**src/rtl/core/etp_pkg.sv**
```systemverilog
// Shared types and constants for the execution time profiler.
package etp_pkg;

	// Number of profiled slots and the width of a slot index.
	localparam int NUM_SLOTS = 16;
	localparam int SLOT_W    = 4;
	localparam int TIMER_W   = 16;
	localparam int STAT_W    = 32;
	localparam int MASK_W    = 16;

	// Minimum duration reported when no call has been recorded.
	localparam logic [STAT_W-1:0] NO_CALL_MIN = 32'hFFFF_FFFF;

	// Request codes.
	typedef enum logic [1:0] {
		REQ_ENTER = 2'd0,
		REQ_EXIT  = 2'd1,
		REQ_READ  = 2'd2,
		REQ_CLEAR = 2'd3
	} req_type_t;

	// One request as held in the input stage.
	typedef struct packed {
		req_type_t          req_type;
		logic [SLOT_W-1:0]  slot_id;
		logic [TIMER_W-1:0] timer_value;
	} req_t;

	// One result as held in the output register.
	typedef struct packed {
		logic               accepted;
		logic [STAT_W-1:0]  calls;
		logic [STAT_W-1:0]  cycles_total;
		logic [STAT_W-1:0]  cycles_min;
		logic [TIMER_W-1:0] cycles_max;
	} result_t;

endpackage

```
**src/rtl/core/execution_time_profiler.sv**
```systemverilog
// A request accepted into the input register shows its result from the result register.
// Throughput: one request per cycle unless the result stalls; the slot table is
// read and written between the input register and the result register.
// A stalled result holds the input register, which still refills once behind it.
// Reset (arst_n low) clears the mask and every slot: stamps, counts and totals
// to zero, minimum to all ones, maximum to zero. No clearing pass is needed.
module execution_time_profiler
	import etp_pkg::*;
(
	input  logic               clk,
	input  logic               arst_n,
	// Configuration write channel.
	input  logic               cfg_valid,
	output logic               cfg_ready,
	input  logic [MASK_W-1:0]  active_mask,
	// Request channel.
	input  logic               in_valid,
	output logic               in_ready,
	input  logic [1:0]         req_type,
	input  logic [SLOT_W-1:0]  slot_id,
	input  logic [TIMER_W-1:0] timer_value,
	// Result channel.
	output logic               out_valid,
	input  logic               out_ready,
	output logic               accepted,
	output logic [STAT_W-1:0]  calls,
	output logic [STAT_W-1:0]  cycles_total,
	output logic [STAT_W-1:0]  cycles_min,
	output logic [TIMER_W-1:0] cycles_max
);

	logic [MASK_W-1:0] mask_q;
	req_t              req_s1;
	logic              valid_s1;
	result_t           res_s2;
	logic              valid_s2;
	result_t           res_comb;
	logic              advance;

	// Mask register; writes are always taken.
	assign cfg_ready = 1'b1;

	always_ff @(posedge clk or negedge arst_n) begin
		if (!arst_n) begin
			mask_q <= '0;
		end else if (cfg_valid) begin
			mask_q <= active_mask;
		end
	end

	// The input stage moves on whenever the result register is free or draining.
	assign advance  = valid_s1 && (!valid_s2 || out_ready);
	assign in_ready = !valid_s1 || advance;

	// Input register.
	always_ff @(posedge clk or negedge arst_n) begin
		if (!arst_n) begin
			valid_s1 <= 1'b0;
		end else if (in_ready) begin
			valid_s1 <= in_valid;
		end
	end

	always_ff @(posedge clk) begin
		if (in_valid && in_ready) begin
			req_s1 <= '{req_type: req_type_t'(req_type), slot_id: slot_id,
				timer_value: timer_value};
		end
	end

	// Slot statistics and their update.
	etp_slot_table u_table (
		.clk    (clk),
		.arst_n (arst_n),
		.mask   (mask_q),
		.req    (req_s1),
		.commit (advance),
		.result (res_comb)
	);

	// Result register.
	always_ff @(posedge clk or negedge arst_n) begin
		if (!arst_n) begin
			valid_s2 <= 1'b0;
		end else if (advance) begin
			valid_s2 <= 1'b1;
		end else if (out_ready) begin
			valid_s2 <= 1'b0;
		end
	end

	always_ff @(posedge clk) begin
		if (advance) begin
			res_s2 <= res_comb;
		end
	end

	// Result ports.
	assign out_valid    = valid_s2;
	assign accepted     = res_s2.accepted;
	assign calls        = res_s2.calls;
	assign cycles_total = res_s2.cycles_total;
	assign cycles_min   = res_s2.cycles_min;
	assign cycles_max   = res_s2.cycles_max;

endmodule

```
**src/rtl/core/etp_slot_table.sv**
```systemverilog
// Per-slot statistics storage and the update logic for one request.
module etp_slot_table
	import etp_pkg::*;
(
	input  logic              clk,
	input  logic              arst_n,
	input  logic [MASK_W-1:0] mask,
	input  req_t              req,
	input  logic              commit,
	output result_t           result
);

	logic [TIMER_W-1:0] stamp_q [NUM_SLOTS];
	logic [STAT_W-1:0]  tally_q [NUM_SLOTS];
	logic [STAT_W-1:0]  sum_q   [NUM_SLOTS];
	logic [STAT_W-1:0]  low_q   [NUM_SLOTS];
	logic [TIMER_W-1:0] high_q  [NUM_SLOTS];

	logic               slot_ok;
	logic [TIMER_W-1:0] dur;
	logic [TIMER_W-1:0] stamp_nxt;
	logic [STAT_W-1:0]  tally_nxt;
	logic [STAT_W-1:0]  sum_nxt;
	logic [STAT_W-1:0]  low_nxt;
	logic [TIMER_W-1:0] high_nxt;

	// The slot takes part only when it exists and its mask bit is set.
	assign slot_ok = (32'(req.slot_id) < NUM_SLOTS) && mask[req.slot_id];

	// Duration modulo the timer width, so a timer wrap is measured correctly.
	assign dur = req.timer_value - stamp_q[req.slot_id];

	// New slot contents for the request at hand.
	always_comb begin
		stamp_nxt = stamp_q[req.slot_id];
		tally_nxt = tally_q[req.slot_id];
		sum_nxt   = sum_q[req.slot_id];
		low_nxt   = low_q[req.slot_id];
		high_nxt  = high_q[req.slot_id];
		case (req.req_type)
			REQ_ENTER: begin
				stamp_nxt = req.timer_value;
			end
			REQ_EXIT: begin
				tally_nxt = tally_q[req.slot_id] + 32'd1;
				sum_nxt   = sum_q[req.slot_id] + {16'd0, dur};
				if ({16'd0, dur} < low_q[req.slot_id]) begin
					low_nxt = {16'd0, dur};
				end
				if (dur > high_q[req.slot_id]) begin
					high_nxt = dur;
				end
			end
			REQ_CLEAR: begin
				tally_nxt = '0;
				sum_nxt   = '0;
				low_nxt   = NO_CALL_MIN;
				high_nxt  = '0;
			end
			default: begin
			end
		endcase
	end

	// Statistics after the request; a rejected request reports all zero.
	always_comb begin
		result = '0;
		if (slot_ok) begin
			result.accepted     = 1'b1;
			result.calls        = tally_nxt;
			result.cycles_total = sum_nxt;
			result.cycles_min   = low_nxt;
			result.cycles_max   = high_nxt;
		end
	end

	// Write back the slot when the request moves on to the output register.
	always_ff @(posedge clk or negedge arst_n) begin
		if (!arst_n) begin
			for (int i = 0; i < NUM_SLOTS; i++) begin
				stamp_q[i] <= '0;
				tally_q[i] <= '0;
				sum_q[i]   <= '0;
				low_q[i]   <= NO_CALL_MIN;
				high_q[i]  <= '0;
			end
		end else if (commit && slot_ok) begin
			stamp_q[req.slot_id] <= stamp_nxt;
			tally_q[req.slot_id] <= tally_nxt;
			sum_q[req.slot_id]   <= sum_nxt;
			low_q[req.slot_id]   <= low_nxt;
			high_q[req.slot_id]  <= high_nxt;
		end
	end

endmodule

```
**config.mk**
```make
export PLATFORM = sky130hd
export DESIGN_NAME = execution_time_profiler
export DESIGN_NICKNAME = d
export VERILOG_FILES = /design/src/rtl/core/etp_pkg.sv /design/src/rtl/core/execution_time_profiler.sv /design/src/rtl/core/etp_slot_table.sv
export SDC_FILE = /design/constraint.sdc
export NUM_CORES = 2
export LEC_CHECK = 0
export BUFFER_PORTS_ARGS = -buffer_cell sky130_fd_sc_hd__buf_2
export CAP_MARGIN = 25
export CELL_PAD_IN_SITES_DETAIL_PLACEMENT = 0
export CELL_PAD_IN_SITES_GLOBAL_PLACEMENT = 1
export CORE_ASPECT_RATIO = 0.7
export CORE_MARGIN = 2
export CORE_UTILIZATION = 50
export DETAILED_ROUTE_END_ITERATION = 7
export GPL_TIMING_DRIVEN = 0
export PLACE_DENSITY_LB_ADDON = 0.1
export SETUP_SLACK_MARGIN = 0.15
export SLEW_MARGIN = 20
export SYNTH_ARGS = -nofsm -noshare
export SYNTH_HDL_FRONTEND = slang
export SYNTH_SLANG_ARGS = --single-unit
export TNS_END_PERCENT = 50
```
**constraint.sdc**
```tcl
create_clock -name clk -period 10.5 [get_ports clk]
set_clock_uncertainty 0.2 [all_clocks]
set_input_delay 2.1 -clock clk [delete_from_list [all_inputs] [get_ports clk]]
set_output_delay 2.1 -clock clk [all_outputs]
set_load 0.03 [all_outputs]
```
== Word-level counts from Yosys, hierarchy flattened ==
Index checks and enable logic that the tools add are counted.

* Input bits: 43
* Register bits after elaboration: 2201
* Output and inout bits: 116

* Bitwise logic cells: 1
* Multiplexer cells: 36
* Magnitude comparators: 5
* $add $sub $neg: 3
* Reductions and logical operators: 10
* Eq/ne operators: 2

{| class="wikitable"
|+ Operators by type and width
! kind !! number
|-
| bitwise mux 512 bit || 3
|-
| bitwise mux 256 bit || 2
|-
| binary-select mux 32 bit (select 4 bit) || 3
|-
| two-way mux 32 bit || 8
|-
| one-hot mux 32 bit (2 select lines) || 3
|-
| binary-select mux 16 bit (select 4 bit) || 2
|-
| demux 32 bit (select 4 bit) || 1
|-
| two-way mux 113 bit || 1
|-
| two-way mux 16 bit || 7
|-
| demux 16 bit (select 4 bit) || 1
|-
| adder 32 x 1 -> 32 bit, second input constant || 1
|-
| adder 32 x 16 -> 32 bit || 1
|-
| less-than comparator 16 x 32 -> 1 bit || 1
|-
| one-hot mux 16 bit (2 select lines) || 1
|-
| > comparator 16 bit || 1
|-
| subtractor 16 bit || 1
|-
| greater-or-equal comparator 5 bit, second input constant || 1
|-
| less-than comparator 4 x 5 -> 1 bit, second input constant || 1
|-
| less-than comparator 5 x 1 -> 1 bit, second input constant || 1
|-
| inverter 4 -> 5 bit || 1
|-
| binary-select mux 1 bit (select 4 bit) || 1
|-
| logical AND 1 bit || 4
|-
| two-way mux 1 bit || 3
|-
| equality test 2 x 1 -> 1 bit, second input constant || 1
|-
| 5 further kinds || 7
|}

== Depth between registers and ports, before layout ==
* Depth after elaboration: 9
* Depth in mapped cells: 37

== Modules after synthesis ==
A second synthesis with hierarchy kept.

* Cell total of the unflattened synthesis: 8790
* Area total of the unflattened synthesis: 100264.9 um^2

{| class="wikitable"
|+ Modules (own cells, without submodules)
! module !! times used !! cells each !! area each (um^2) !! seq. area each (um^2)
|-
| etp_slot_table || 1 || 8611 || 95461.6 || 51889.8
|-
| execution_time_profiler || 1 || 179 || 4803.4 || 4504.3
|}

== Worst setup path after synthesis ==
Ideal clock, no wire load.

* Kind: reg-to-reg
* Start point: register req_s1[16] in the netlist's numbering
* End point: register res_s2 (netlist bit cycles_min[31]) (data pin)
* Buffers on the path: 14
* Setup slack: 2327 ps
* Data arrival time: 7707 ps
* Stages on the path, launching flop included: 37
* Library setup time: 266 ps
* Required time: 10034 ps
* Clock period less this slack: 8173 ps
* Path through: edfxtp_1 > buf_6 > buf_12 > buf_8 > buf_12 > buf_8 > buf_6 > buf_6 > buf_6 > buf_6 > buf_4 > buf_4 > buf_2 > mux4_2 > mux4_2 > inv_1 > ha_1 > a211o_1 > a21oi_1 > and2_1 > o21ai_0 > a311o_1 > a21oi_1 > xnor2_1 > ha_1 > a21o_1 > a21oi_1 > nand2_1 > nor4_1 > o21ai_0 > o221a_2 > a2bb2oi_4 > o21ai_4 > buf_6 > a21oi_2 > clkbuf_1 > nor2_1

* Longest elaborated chain between the ends: 8
* Elaborated cells between the ends (all ways): 13
* Those cells by class: add/sub (1); order compare (1); mux (10); bitwise (1)

{| class="wikitable"
|+ RTL lines
! what !! line !! source
|-
| from (decl) || execution_time_profiler.sv:33 || <nowiki>req_t req_s1;</nowiki>
|-
| from (signal assigned) || execution_time_profiler.sv:66 || <nowiki>req_s1 <= '{req_type: req_type_t'(req_type), slot_id: slot_id,</nowiki>
|-
| inverter 4 -> 5 bit (implied by the code) || etp_slot_table.sv:31, etp_slot_table.sv:38, etp_slot_table.sv:47 ||
|-
| binary-select mux 16 bit (select 4 bit) || etp_slot_table.sv:31 || <nowiki>assign dur = req.timer_value - stamp_q[req.slot_id];</nowiki>
|-
| two-way mux 16 bit (implied by the code) (2 in a row) || etp_slot_table.sv:31 ||
|-
| subtractor 16 bit || etp_slot_table.sv:31 ||
|-
| less-than comparator 16 x 32 -> 1 bit || etp_slot_table.sv:47 || <nowiki>if ({16'd0, dur} < low_q[req.slot_id]) begin</nowiki>
|-
| two-way mux 32 bit || etp_slot_table.sv:47 ||
|-
| one-hot mux 32 bit (2 select lines) || etp_slot_table.sv:40 || <nowiki>case (req.req_type)</nowiki>
|-
| to (signal assigned) || execution_time_profiler.sv:94 || <nowiki>res_s2 <= res_comb;</nowiki>
|-
| to (decl) || execution_time_profiler.sv:35 || <nowiki>result_t res_s2;</nowiki>
|}

Parallel ways exist; a longest one is shown, timed or not. The select of a mux whose other input is x is not followed.
A chain may end at the register's enable or synchronous reset.

== Worst setup path in the final report ==
* Start point: register req_s1[17] in the netlist's numbering
* End point: register res_s2 (netlist bit cycles_min[31]) (data pin)

Same word-level chain as after synthesis.

==> out/results.ini <==
[clock_network]
htreeDepth = 4
cts.sinks = 2201
cts.clk_slew.worst_paths_ps = 70
insertion_delay_ps = 890
root_buffer = clkbuf_16
cts_tree = done
clockBufferDepth = 4
numCtsBuffers = 218

[sta]
worst_pin_slew_ps = 1290
rsz0062_at_grt = no
period_share_pct = 98.0
drv_slew = 0
fmax_ghz = 0.0972
hold_slack_ps = 262
finalCriticalPeriod_ps = 10290
worst_slack_ps = 211
hold_viol_final = 0
slew_headroom_pct = 13.9
setup_viol = 0

[route]
drc = 0
met2WireLength_mm = 165
wl_per_cell_um = 35.1
met3_wirelength_mm = 63.5
first_pass_iters = 7
top_layer_used = met5
totalWireLength_mm = 414
wl_met1_mm = 165
num_vias = 77400
antenna_left = 0
drt-initial-drc-count = 10500
routed_via_density = 6.57

[floorplan]
die_area_mm2 = 0.203
start_util_pct = 50.5
core-area_mm2 = 0.197
die_y_um = 377
num_rows = 136
die_w_um = 537
io_pins = 159

[grt]
track_usage_pct = 40.9
antenna_found_initial = 39
grt_max_degree = 145
grt_pass1_vias = 73800
overflow = 0
grt_pass1_wl_mm = 576

[place]
dpl_cell_area_mm2 = 0.105
place_congestion = 1.00
dp_hpwl_mm = 297
place_ws_ps = -2660
io_buffer_count = 156

[final_layout]
syn_to_final_growth_pct = 14.5
multi_input_area_mm2 = 0.0401
nets = 9059
seqCellArea_mm2 = 0.0564
design_area_mm2 = 0.114
utilization_pct = 57.8
drive_above_1_share_pct = 26.7
fillers = 16500

[status]
outcome = finished clean

[critical_path]
arrival_ps = 10710
end_kind = flop
crit_fanout = 10
cp_slowest_cell = mux4_2
worst_setup_path_start_kind = flop
cpLargestDelayFamily = buffers and inverters
critical_path_class = reg2reg
crit_required_ps = 10920
critPathBufInv = 19
crit_path_max_incr_delay_ps = 500

[yosys]
syn_area_mm2 = 0.0996
synth_cell_types = 80
avgSynthCellArea_um2 = 11.8
ys_ff_latch = 2201
syn_inst = 8471
ys_warn_count = 0
postSynth.asyncResetShare_pct = 93.9
syn_nets = 8574
synth-edff-count = 135
yosysSeqAreaShare_pct = 56.6
synth_flop_cell = dfrtp_1

[hold_path]
hp-class = reg2reg

[power]
peakVddDrop_uv = 191
power_mw = 24.7
cellPowerDensity_mw_per_mm2 = 217
leakage_nw = 48.2

[flow_run]
maxCapViolCount = 0

[cell usage after synthesis (6+ instances only)]
cell type,number,area [µm²]
o21ai_1,40,200
or2_2,32,200
mux2i_1,34,340
and3_1,18,113
xnor2_1,40,350
o21ai_0,1605,8030
nor2b_1,14,87.6
edfxtp_1,135,4050
mux4_1,51,1340
buf_2,107,536
a211oi_1,36,270
nor2_1,229,860
a21o_1,15,113
inv_1,52,195
nand3_1,22,110
a21oi_1,127,636
mux2_2,303,3410
ha_1,58,726
clkbuf_8,8,110
nor4_1,27,169
buf_1,43,161
a21oi_2,10,87.6
buf_4,24,180
dfstp_2,512,13500
a22oi_1,18,135
nor3_1,14,70.1
nand4_1,18,113
and2_1,14,87.6
nor4_4,8,170
dfrtp_1,1554,38900
nor3_2,20,200
mux4_2,573,12900
nand2_1,2002,7510
nand2b_1,12,75.1
o22ai_1,11,68.8
buf_12,6,120
a31oi_1,12,75.1
nor2_2,7,43.8
clkbuf_2,9,45.0
buf_6,27,304
xor2_1,25,219
o21a_1,6,45.0
a311oi_1,13,114
clkbuf_1,520,1950
[sequential cells by signal, summed over array words and instances, names as in the netlist, 22 cells and up]
| signal | cells |
|---|---|
| u_table.low_q | 512 |
| u_table.sum_q | 512 |
| u_table.tally_q | 512 |
| u_table.high_q | 256 |
| u_table.stamp_q | 256 |
| calls | 32 |
| cycles_min | 32 |
| cycles_total | 32 |
| req_s1 | 22 |
[cell usage in the layout (no fill, tap or decap), types with 58 or more instances in the layout]
cell       Yosys  final
dfrtp_1     1554   1554
mux4_2       573    573
nand2_1     2002   2000
ha_1          58     58
buf_2        107    245
nor2_1       229    225
edfxtp_1     135    135
clkbuf_2       9    101
o21ai_0     1605   1602
mux2_2       303    303
clkbuf_1     520    459
clkbuf_16      0    221
dfstp_2      512    512
a21oi_1      127    116
buf_6         27     73
[worst register-to-register path: cells and delay by family (launching register included)]
family | cells | cell delay [ps]
XOR/XNOR | 1 | 140
AO/OA/AOI/OAI | 12 | 2680
multiplexers | 2 | 900
buffers and inverters | 19 | 4430
flip-flops | 1 | 350
AND/OR/NAND/NOR | 4 | 780
adder cells (fa/ha/maj) | 2 | 580
[worst paths after layout]
path,start,to,slack (ps),cells past startpoint
max,req_s1[17],cycles_min[31],210,40
min,u_table.low_q[31],u_table.low_q[31],260,2
max reg2reg,req_s1[17],cycles_min[31],210,40
min reg2reg,u_table.low_q[31],u_table.low_q[31],260,2
max in group asynchronous,arst_n,u_table.tally_q[232],5730,6
min in group asynchronous,arst_n,u_table.stamp_q[203],960,1
[metrics by stage]
stage / TNS, ps / std cells
4_1_cts: 0 / 11700
3_3_place_gp: - / 11200
3_5_place_dp: -2158810 / 11300
5_1_grt: 0 / 11800
2_1_floorplan: 0 / 8471
6_report: 0 / 11800
[metal layers]
metal,track usage (%),vias to the layer above
met2,53.7,5154
met1,57.2,40500
met5,0.933,-
li1,-,30800
met4,17.3,28
met3,19.7,884
[cells by family (layout without fill, tap and decap cells)]
logic type / after synthesis / count (layout) / share of synthesized area (%)
other cells: 1 / 27 / 0.00377
compound gates: 1924 / 1924 / 10.2
buf+inv: 801 / 1463 / 3.68
fa+ha+maj: 62 / 62 / 0.791
xor+xnor: 65 / 65 / 0.572
flops: 2201 / 2201 / 56.6
mux: 965 / 965 / 18.2
simple gates: 2452 / 2452 / 9.98
[repair_timing]
item | CTS | global route
setup buffers | 5 | 14
hold buffers | 0 | 0
setup endpoints to repair | 1218 | 819
pin swaps | 3 | 11
cloned | 1 | 0
gates resized for setup | 126 | 87
[final cells by class]
type	count	share of cell area (%)
timing repair buffer	268	2.25
clock inverter	94	1.06
sequential	2201	49.5
antenna	26	0.0571
inverter	52	0.181
multi-input combinational	5469	35.2
tap	2622	2.88
clock buffer	303	5.47
buffer	746	3.45
[power breakdown]
part / leakage, nW / switching [mW] / internal, mW
registers: 28.1 / 0.672 / 10.3
logic: 16.5 / 3.28 / 2.10
clock network: 3.67 / 3.55 / 4.85
total: 48.2 / 7.50 / 17.2
No activity file was read; power rests on OpenSTA's default activity.
